## config.mk

```make
export PLATFORM = sky130hd
export DESIGN_NAME = smmg_ctrl
export DESIGN_NICKNAME = d
export VERILOG_FILES = /design/src/hw/rtl/smmg_pkg.sv /design/src/hw/rtl/smmg_ctrl.sv
export VERILOG_INCLUDE_DIRS = /design/src /design/src/hw/rtl
export SDC_FILE = /design/constraint.sdc
export NUM_CORES = 1
export LEC_CHECK = 0
export BUFFER_PORTS_ARGS = -buffer_cell sky130_fd_sc_hd__buf_4
export CAP_MARGIN = 30
export CORE_AREA = 2 2 39 41
export CTS_CLUSTER_SIZE = 14
export DETAILED_ROUTE_END_ITERATION = 8
export DIE_AREA = 0 0 41 43
export SETUP_SLACK_MARGIN = 0.5
export SYNTH_ARGS = -nofsm -noshare
export SYNTH_HDL_FRONTEND = slang
export SYNTH_SLANG_ARGS = --single-unit
```

## constraint.sdc

```tcl
create_clock -name clk -period 1.35 [get_ports clk]
set_clock_uncertainty 0.15 [all_clocks]
set_input_delay 0.0675 -clock clk [delete_from_list [all_inputs] [get_ports clk]]
set_output_delay 0.0675 -clock clk [all_outputs]
set_load 0.01 [all_outputs]
```

## src/hw/rtl/slice_min_max_gray_normalize_assert.svh

```systemverilog
// ----------------------------------------------------------------------------
// slice_min_max_gray_normalize_assert.svh
// assertion macros shared by the gray normalize modules
// ----------------------------------------------------------------------------
`ifndef SLICE_MIN_MAX_GRAY_NORMALIZE_ASSERT_SVH
`define SLICE_MIN_MAX_GRAY_NORMALIZE_ASSERT_SVH

// same-cycle implication, checked out of reset
`define SMMG_ASSERT_NOW(lbl, ante, cons, msg) \
  lbl: assert property (@(posedge clk) disable iff (!rst_n) (ante) |-> (cons)) \
    else $error(msg);

// next-cycle implication, checked out of reset
`define SMMG_ASSERT_NEXT(lbl, ante, cons, msg) \
  lbl: assert property (@(posedge clk) disable iff (!rst_n) (ante) |=> (cons)) \
    else $error(msg);

`endif

```

## src/hw/rtl/smmg_pkg.sv

```systemverilog
// ----------------------------------------------------------------------------
// smmg_pkg
// types and constants of the slice min-max gray normalize block
// ----------------------------------------------------------------------------
package smmg_pkg;

  localparam int DEF_MAX_WIDTH  = 512;
  localparam int DEF_MAX_HEIGHT = 512;

  localparam int SAMPLE_W   = 16;
  localparam int COORD_W    = 9;
  localparam int DIM_W      = 10;
  localparam int GRAY_W     = 8;
  localparam int PROD_W     = SAMPLE_W + GRAY_W;
  localparam int STEP_W     = $clog2(GRAY_W);
  localparam int CFG_IDX_W  = 2;
  localparam int CFG_DATA_W = 16;

  localparam logic signed [SAMPLE_W-1:0] SAMPLE_MAX = 16'sh7fff;
  localparam logic signed [SAMPLE_W-1:0] SAMPLE_MIN = 16'sh8000;
  localparam logic [GRAY_W-1:0]          GRAY_MAX   = 8'hff;

  localparam logic [DIM_W-1:0]    WIDTH_RST    = 10'd512;
  localparam logic [DIM_W-1:0]    HEIGHT_RST   = 10'd512;
  localparam logic [SAMPLE_W-1:0] MAX_DIFF_RST = 16'd1;

  typedef enum logic [1:0] {
    OP_CLEAR = 2'd0,
    OP_LOAD  = 2'd1,
    OP_READ  = 2'd2
  } opcode_t;

  typedef enum logic [CFG_IDX_W-1:0] {
    REG_IMAGE_WIDTH     = 2'd0,
    REG_IMAGE_HEIGHT    = 2'd1,
    REG_DIFFERENCE_MODE = 2'd2,
    REG_MAX_DIFF        = 2'd3
  } cfg_reg_t;

  typedef struct packed {
    logic take;
    logic prep;
    logic mul;
    logic init;
    logic step;
    logic load_out;
  } smmg_cmd_t;

  typedef struct packed {
    logic rd_item;
    logic out_free;
  } smmg_sts_t;

endpackage

```

## src/hw/rtl/smmg_ctrl.sv

```systemverilog
// ----------------------------------------------------------------------------
// smmg_ctrl
// sequencer for item acceptance, gray scaling and the serial divider
// ----------------------------------------------------------------------------
`include "slice_min_max_gray_normalize_assert.svh"

module smmg_ctrl import smmg_pkg::*; (
  input  logic      clk,
  input  logic      rst_n,
  input  logic      in_valid,
  output logic      in_ready,
  input  smmg_sts_t sts,
  output smmg_cmd_t cmd
);

  typedef enum logic [2:0] {
    S_IDLE,
    S_FETCH,
    S_MUL,
    S_INIT,
    S_DIV,
    S_FIN
  } state_t;

  state_t             state_r, state_nxt;
  logic [STEP_W-1:0]  cnt_r, cnt_nxt;

  assign in_ready = (state_r == S_IDLE);

  always_comb begin
    cmd          = '0;
    cmd.take     = in_valid && in_ready;
    cmd.prep     = (state_r == S_FETCH);
    cmd.mul      = (state_r == S_MUL);
    cmd.init     = (state_r == S_INIT);
    cmd.step     = (state_r == S_DIV);
    cmd.load_out = (state_r == S_FIN) && sts.out_free;
  end

  always_comb begin
    state_nxt = state_r;
    cnt_nxt   = cnt_r;
    unique case (state_r)
      S_IDLE: begin
        if (cmd.take && sts.rd_item) begin
          state_nxt = S_FETCH;
        end
      end
      S_FETCH: state_nxt = S_MUL;
      S_MUL:   state_nxt = S_INIT;
      S_INIT: begin
        state_nxt = S_DIV;
        cnt_nxt   = '0;
      end
      S_DIV: begin
        cnt_nxt = cnt_r + STEP_W'(1);
        if (cnt_r == STEP_W'(GRAY_W - 1)) begin
          state_nxt = S_FIN;
        end
      end
      S_FIN: begin
        if (sts.out_free) begin
          state_nxt = S_IDLE;
        end
      end
      default: state_nxt = S_IDLE;
    endcase
  end

  always_ff @(posedge clk) begin
    if (!rst_n) begin
      state_r <= S_IDLE;
      cnt_r   <= '0;
    end else begin
      state_r <= state_nxt;
      cnt_r   <= cnt_nxt;
    end
  end

  `SMMG_ASSERT_NEXT(a_read_starts, cmd.take && sts.rd_item, state_r == S_FETCH, "read item not started")
  `SMMG_ASSERT_NEXT(a_div_length, state_r == S_INIT, cnt_r == '0 && state_r == S_DIV, "divider not primed")
  `SMMG_ASSERT_NEXT(a_fin_exit, cmd.load_out, state_r == S_IDLE, "result handed over without release")

endmodule

```

==> qor.yml, run 1 <==
hold_class: "primary input to flip-flop"
power.share.sequential: 0.350
wl_per_cell_um: 13.1
synth_area_leader_cell: "dfxtp_1"
fp.dieW_um: 41
crit_type: "flip-flop to flip-flop"
timing.final.crit_share: 1.01
area_growth_pct: 100
yosysWarnings: 0
crit_arrival_ns: 1.35
fp-row-count: 14
status: "complete, but fails checks"
maxSlewViolCount: 0
slowest_delay_ns: 0.40
clkTransAtPathRegs_ns: 0.05
critPathTopFamily: "simple AND/OR/NAND/NOR gates"
final_layout_size_suffix_gt1_frac: 0.739
cts_tree: "yes"
p_comb_frac: 0.340
synthDistinctLibCells: 23
yosysMostFrequentCell: "dfxtp_1"
period_minus_slack_ns: 1.36
synth_area_leaders: "dfxtp_1 33%, ha_1 6.8%, a21oi_1 5.5%"
grt_pass1_vias: 404
die-area_um2: 1760
vias: 409
grt_pass1_wl_um: 1760
grt_start_max_net_pins: 9
nets: 78
track_usage: 0.157
initial_core_util: 0.265
drv_cap: 0
cts.path.max_buffers: 2
antenna_found_initial: 0
finalSetupViolations: 4
design.core.area_um2: 1380
synthCells: 42
hold_slack_ns: -0.0612
power.net_switching_uw: 160
cp_max_fo: 4
failed_checks: "hold timing, setup timing"
cts_root_buffer: "clkbuf_4"
pre_cts_ws_ns: 0.0593
fmax_mhz: 733
fp.dieH_um: 43
grt.overflow.total: 0
netlist_top_cells_count: "6 x dfxtp_1, 4 x a21oi_1, 4 x nand2_1, 3 x nor3_1"
pwr-share-clk: 0.310
slowest_stage: "or3b_4"
gp_congestion: 0.743
fin_setup_tns_ns: -0.0420
port_buffers: 11
syn_area_per_cell_um2: 8.73
required_ns: 1.33
ant_nets: 0
path_cells: "or3b_4, buf_4, o221ai_2, a21oi_1"
critPathCaptureType: "flip-flop"
setup_slack_ns: -0.0142
max-slew-margin-rel: 0.875
place_area_um2: 513
synthFlopType: "dfxtp_1"
io_pins: 12
htreeDepth: 1
p_sw_frac: 0.286
ir_drop_uv: 551
wirelength_um: 1120
numCtsBuffers: 3
netlist_area_um2: 367
seq_area_frac_synth: 0.328
cts_sinks: 6
rsz0062_at_grt: "true"
vias_per_cell: 4.81
worst_pin_slew_ns: 0.186
synth_nets: 49
cp.buffers_inverters: 1
num_antenna_cells: 0
hold_viol: 5
fin_util: 0.530
p_int_uw: 399
leakagePower_nw: 0.319
ys_ff_latch: 6
drtPass1Iterations: 2
synth_top_area_share: 0.328
drc: 0
drt_iter0_drc: 3
final_area_um2: 733
worstSkewPairLatency_ns: 0.25
start_kind: "flip-flop"
power_density_nw_per_um2: 763
dp_hpwl_um: 590
synth-edff-count: 0
async_flop_share: 0
[per-layer routing]
metal  share of wire  vias up  track usage  routed length, µm
li1                -      210            -                  -
met1            0.39      182        0.164                439
met2            0.52       13        0.263                580
met3           0.058        4       0.0314                 65
met4           0.027        0        0.100                 30
met5               0        -            0                  0
[per-stage QoR]
step / power [mW] / cells
after global placement: 0.320 / 70
after CTS: 0.552 / 85
after detailed placement: 0.321 / 70
after global routing: 0.598 / 85
after floorplan: 0.276 / 42
final: 0.559 / 85
[path summary, 6_finish.rpt]
check	slack, ns	to	depth (start not counted)	from
max reg2reg	-0.01	cnt_r[1]$_SDFFE_PN0P_	4	state_r[0]$_SDFFE_PN0P_
min reg2reg	0.35	cnt_r[2]$_SDFFE_PN0P_	2	cnt_r[2]$_SDFFE_PN0P_
min	-0.06	state_r[2]$_SDFFE_PN0P_	2	rst_n
max	-0.01	cnt_r[1]$_SDFFE_PN0P_	4	state_r[0]$_SDFFE_PN0P_
[state kept, by name, summed over array words and instances (netlist names)]
name / cells
cnt_r: 3
state_r: 3
[logic make-up after synthesis]
| family | after synthesis | synth area share |
|---|---|---|
| and+or+nand+nor | 18 | 0.314 |
| AOI/OAI and AO/OA | 10 | 0.188 |
| DFF | 6 | 0.328 |
| buffers and inverters | 5 | 0.0785 |
| adders and majority gates | 2 | 0.0682 |
| xor gates and xnor gates | 1 | 0.0239 |
[cell usage in the layout (no fill, tap or decap)]
cell and count:
and4b_1 1, dfxtp_2 1, o211ai_1 1, nor3b_2 2
nand2_1 4, ha_4 1, buf_4 16, inv_2 1
o21a_1 1, nor2b_4 1, o221ai_2 2, buf_6 11
and2_4 1, and3_4 2, nor4b_2 1, nand4bb_1 1
inv_4 1, dfxtp_1 1, a211oi_2 1, nand2b_1 1
dfxtp_4 4, clkbuf_4 3, ha_2 1, o31a_1 1
a21oi_1 4, xor2_1 1, or3b_4 1, nor3_4 1
nor3_1 2
[what timing repair did]
item / CTS / global route
buffers inserted: 12 / 0
setup endpoints to repair: 13 / 13
resized for setup: 27 / 2
hold endpoints to repair: 6 / 6
pin swaps: 10 / 3
[cell type report]
cell class	instances	area, µm²
multi-input combinational	31	300
timing repair buffer	27	244
tap	16	20.0
fill	132	651
clock buffer	3	22.5
sequential	6	136
inverter	2	10.0
[power groups by stage]
stage	registers, mW	clock network, mW	logic, mW
CTS	0.194	0.179	0.179
global placement	0.205	0	0.115
finish	0.196	0.173	0.190
global route	0.197	0.197	0.204
detailed placement	0.206	0	0.116
floorplan	0.201	0	0.0752
No activity file was read; power rests on OpenSTA's default activity.
==> run 2, diff against run 1 <==
--- a/config.mk
+++ b/config.mk
@@ -8,10 +8,13 @@
 export LEC_CHECK = 0
 export BUFFER_PORTS_ARGS = -buffer_cell sky130_fd_sc_hd__buf_4
 export CAP_MARGIN = 30
+export CELL_PAD_IN_SITES_DETAIL_PLACEMENT = 0
+export CELL_PAD_IN_SITES_GLOBAL_PLACEMENT = 1
 export CORE_AREA = 2 2 39 41
 export CTS_CLUSTER_SIZE = 14
 export DETAILED_ROUTE_END_ITERATION = 8
 export DIE_AREA = 0 0 41 43
+export PLACE_DENSITY_LB_ADDON = 0.1
 export SETUP_SLACK_MARGIN = 0.5
 export SYNTH_ARGS = -nofsm -noshare
 export SYNTH_HDL_FRONTEND = slang
==> qor.yml, run 2 (synthesized netlist as in run 1, its figures left out) <==
status: "complete, but fails checks"
failed_checks: "hold timing, setup timing"
ir_drop_uv: 384
power_density_nw_per_um2: 751
gp_congestion: 0.644
grt.overflow.total: 0
drc: 0
drt_iter0_drc: 4
port_buffers: 11
maxSlewViolCount: 0
cp_max_fo: 4
initial_core_util: 0.265
critPathCaptureType: "output pin"
layout_commonest_cell: "buf_4"
area_growth_pct: 105
leakagePower_nw: 0.330
critPathTopFamily: "simple AND/OR/NAND/NOR gates"
top_regs: "cnt_r x3, state_r x3"
crit_type: "flip-flop to output pin"
multiInputGateArea_um2: 313
max-slew-margin-rel: 0.864
cts.path.max_buffers: 2
fp.dieW_um: 41
ant_nets: 0
p_total_uw: 566
period_minus_slack_ns: 1.38
setup_slack_ns: -0.0312
grt_pass1_vias: 458
worstSkewPairLatency_ns: 0.25
num_antenna_cells: 0
vias: 431
grt_pass1_wl_um: 1760
path_cells: "or3b_4, inv_2, buf_6"
fin_util: 0.544
fp.dieH_um: 43
drtPass1Iterations: 4
final_area_um2: 753
slowest_delay_ns: 0.40
grt_start_max_net_pins: 9
design.core.area_um2: 1380
nets: 79
place_inst: 69
hold_slack_ns: -0.0537
numCtsBuffers: 3
cts_tree: "yes"
cts_sinks: 6
fmax_mhz: 724
htreeDepth: 1
timing.final.crit_share: 1.02
required_ns: 1.13
track_usage: 0.152
wirelength_um: 1120
crit_arrival_ns: 1.16
rsz0062_at_grt: "true"
worst_pin_slew_ns: 0.203
die-area_um2: 1760
finalSetupViolations: 4
hold_viol: 6
final_cell_mix: "15 x buf_4, 13 x buf_6, 4 x a21oi_1"
vias_per_cell: 5.01
start_kind: "flip-flop"
hold_class: "primary input to flip-flop"
clkTransAtPathRegs_ns: 0.05
slowest_stage: "or3b_4"
cp.buffers_inverters: 2
fillers: 122
place_area_um2: 505
fp-row-count: 14
drv_cap: 0
wl_per_cell_um: 13.0
regArea_um2: 131
cts_root_buffer: "clkbuf_4"
antenna_found_initial: 0
layoutNonFillerInstCount: 86
dp_hpwl_um: 685
io_pins: 12
final_layout_size_suffix_gt1_frac: 0.743
[run 2: cell count changes in the layout (fill, tap and decap cells not counted), sizes merged]
cell | previous run | this run
buf | 27 | 28
[run 2: cell type report]
class / instances / share of cell area
repair buffers: 28 / 0.344
flip-flops and latches: 6 / 0.174
clock buffers: 3 / 0.0299
inverters: 2 / 0.00997
multi-input cells: 31 / 0.415
well taps: 16 / 0.0266
[run 2: what timing repair did]
action	in CTS	in global routing
buffers inserted	12	2
pin swaps	10	11
resized for setup	20	9
hold endpoints to repair	6	6
setup endpoints to repair	13	13
[run 2: power by group]
group	switching [mW]	internal, mW	total [mW]
combinational	0.0772	0.120	0.197
sequential	0.0118	0.186	0.198
clock	0.0699	0.101	0.171
total	0.159	0.407	0.566
[run 2: final timing paths]
path	from	endpoint	slack [ns]	cells past startpoint
max	state_r[0]$_SDFFE_PN0P_	cmd[1]	-0.03	3
min	rst_n	state_r[2]$_SDFFE_PN0P_	-0.05	2
max reg2reg	state_r[0]$_SDFFE_PN0P_	cnt_r[1]$_SDFFE_PN0P_	-0.02	4
min reg2reg	cnt_r[2]$_SDFFE_PN0P_	cnt_r[2]$_SDFFE_PN0P_	0.38	2
[run 2: routing by layer]
metal,wire length [µm],global-route usage,share of wire,vias up
li1,-,-,-,211
met1,410,0.140,0.37,204
met2,626,0.272,0.56,12
met3,53,0.0314,0.047,4
met4,25,0.100,0.022,0
met5,0,0,0,-
[run 2: per-stage QoR]
stage	TNS, ns	setup slack (ns)
global route	-0.267	-0.0628
global placement	0	0.0611
CTS	-0.111	-0.0389
finish	-0.0809	-0.0312
floorplan	0	0.0696
detailed placement	0	0.0492
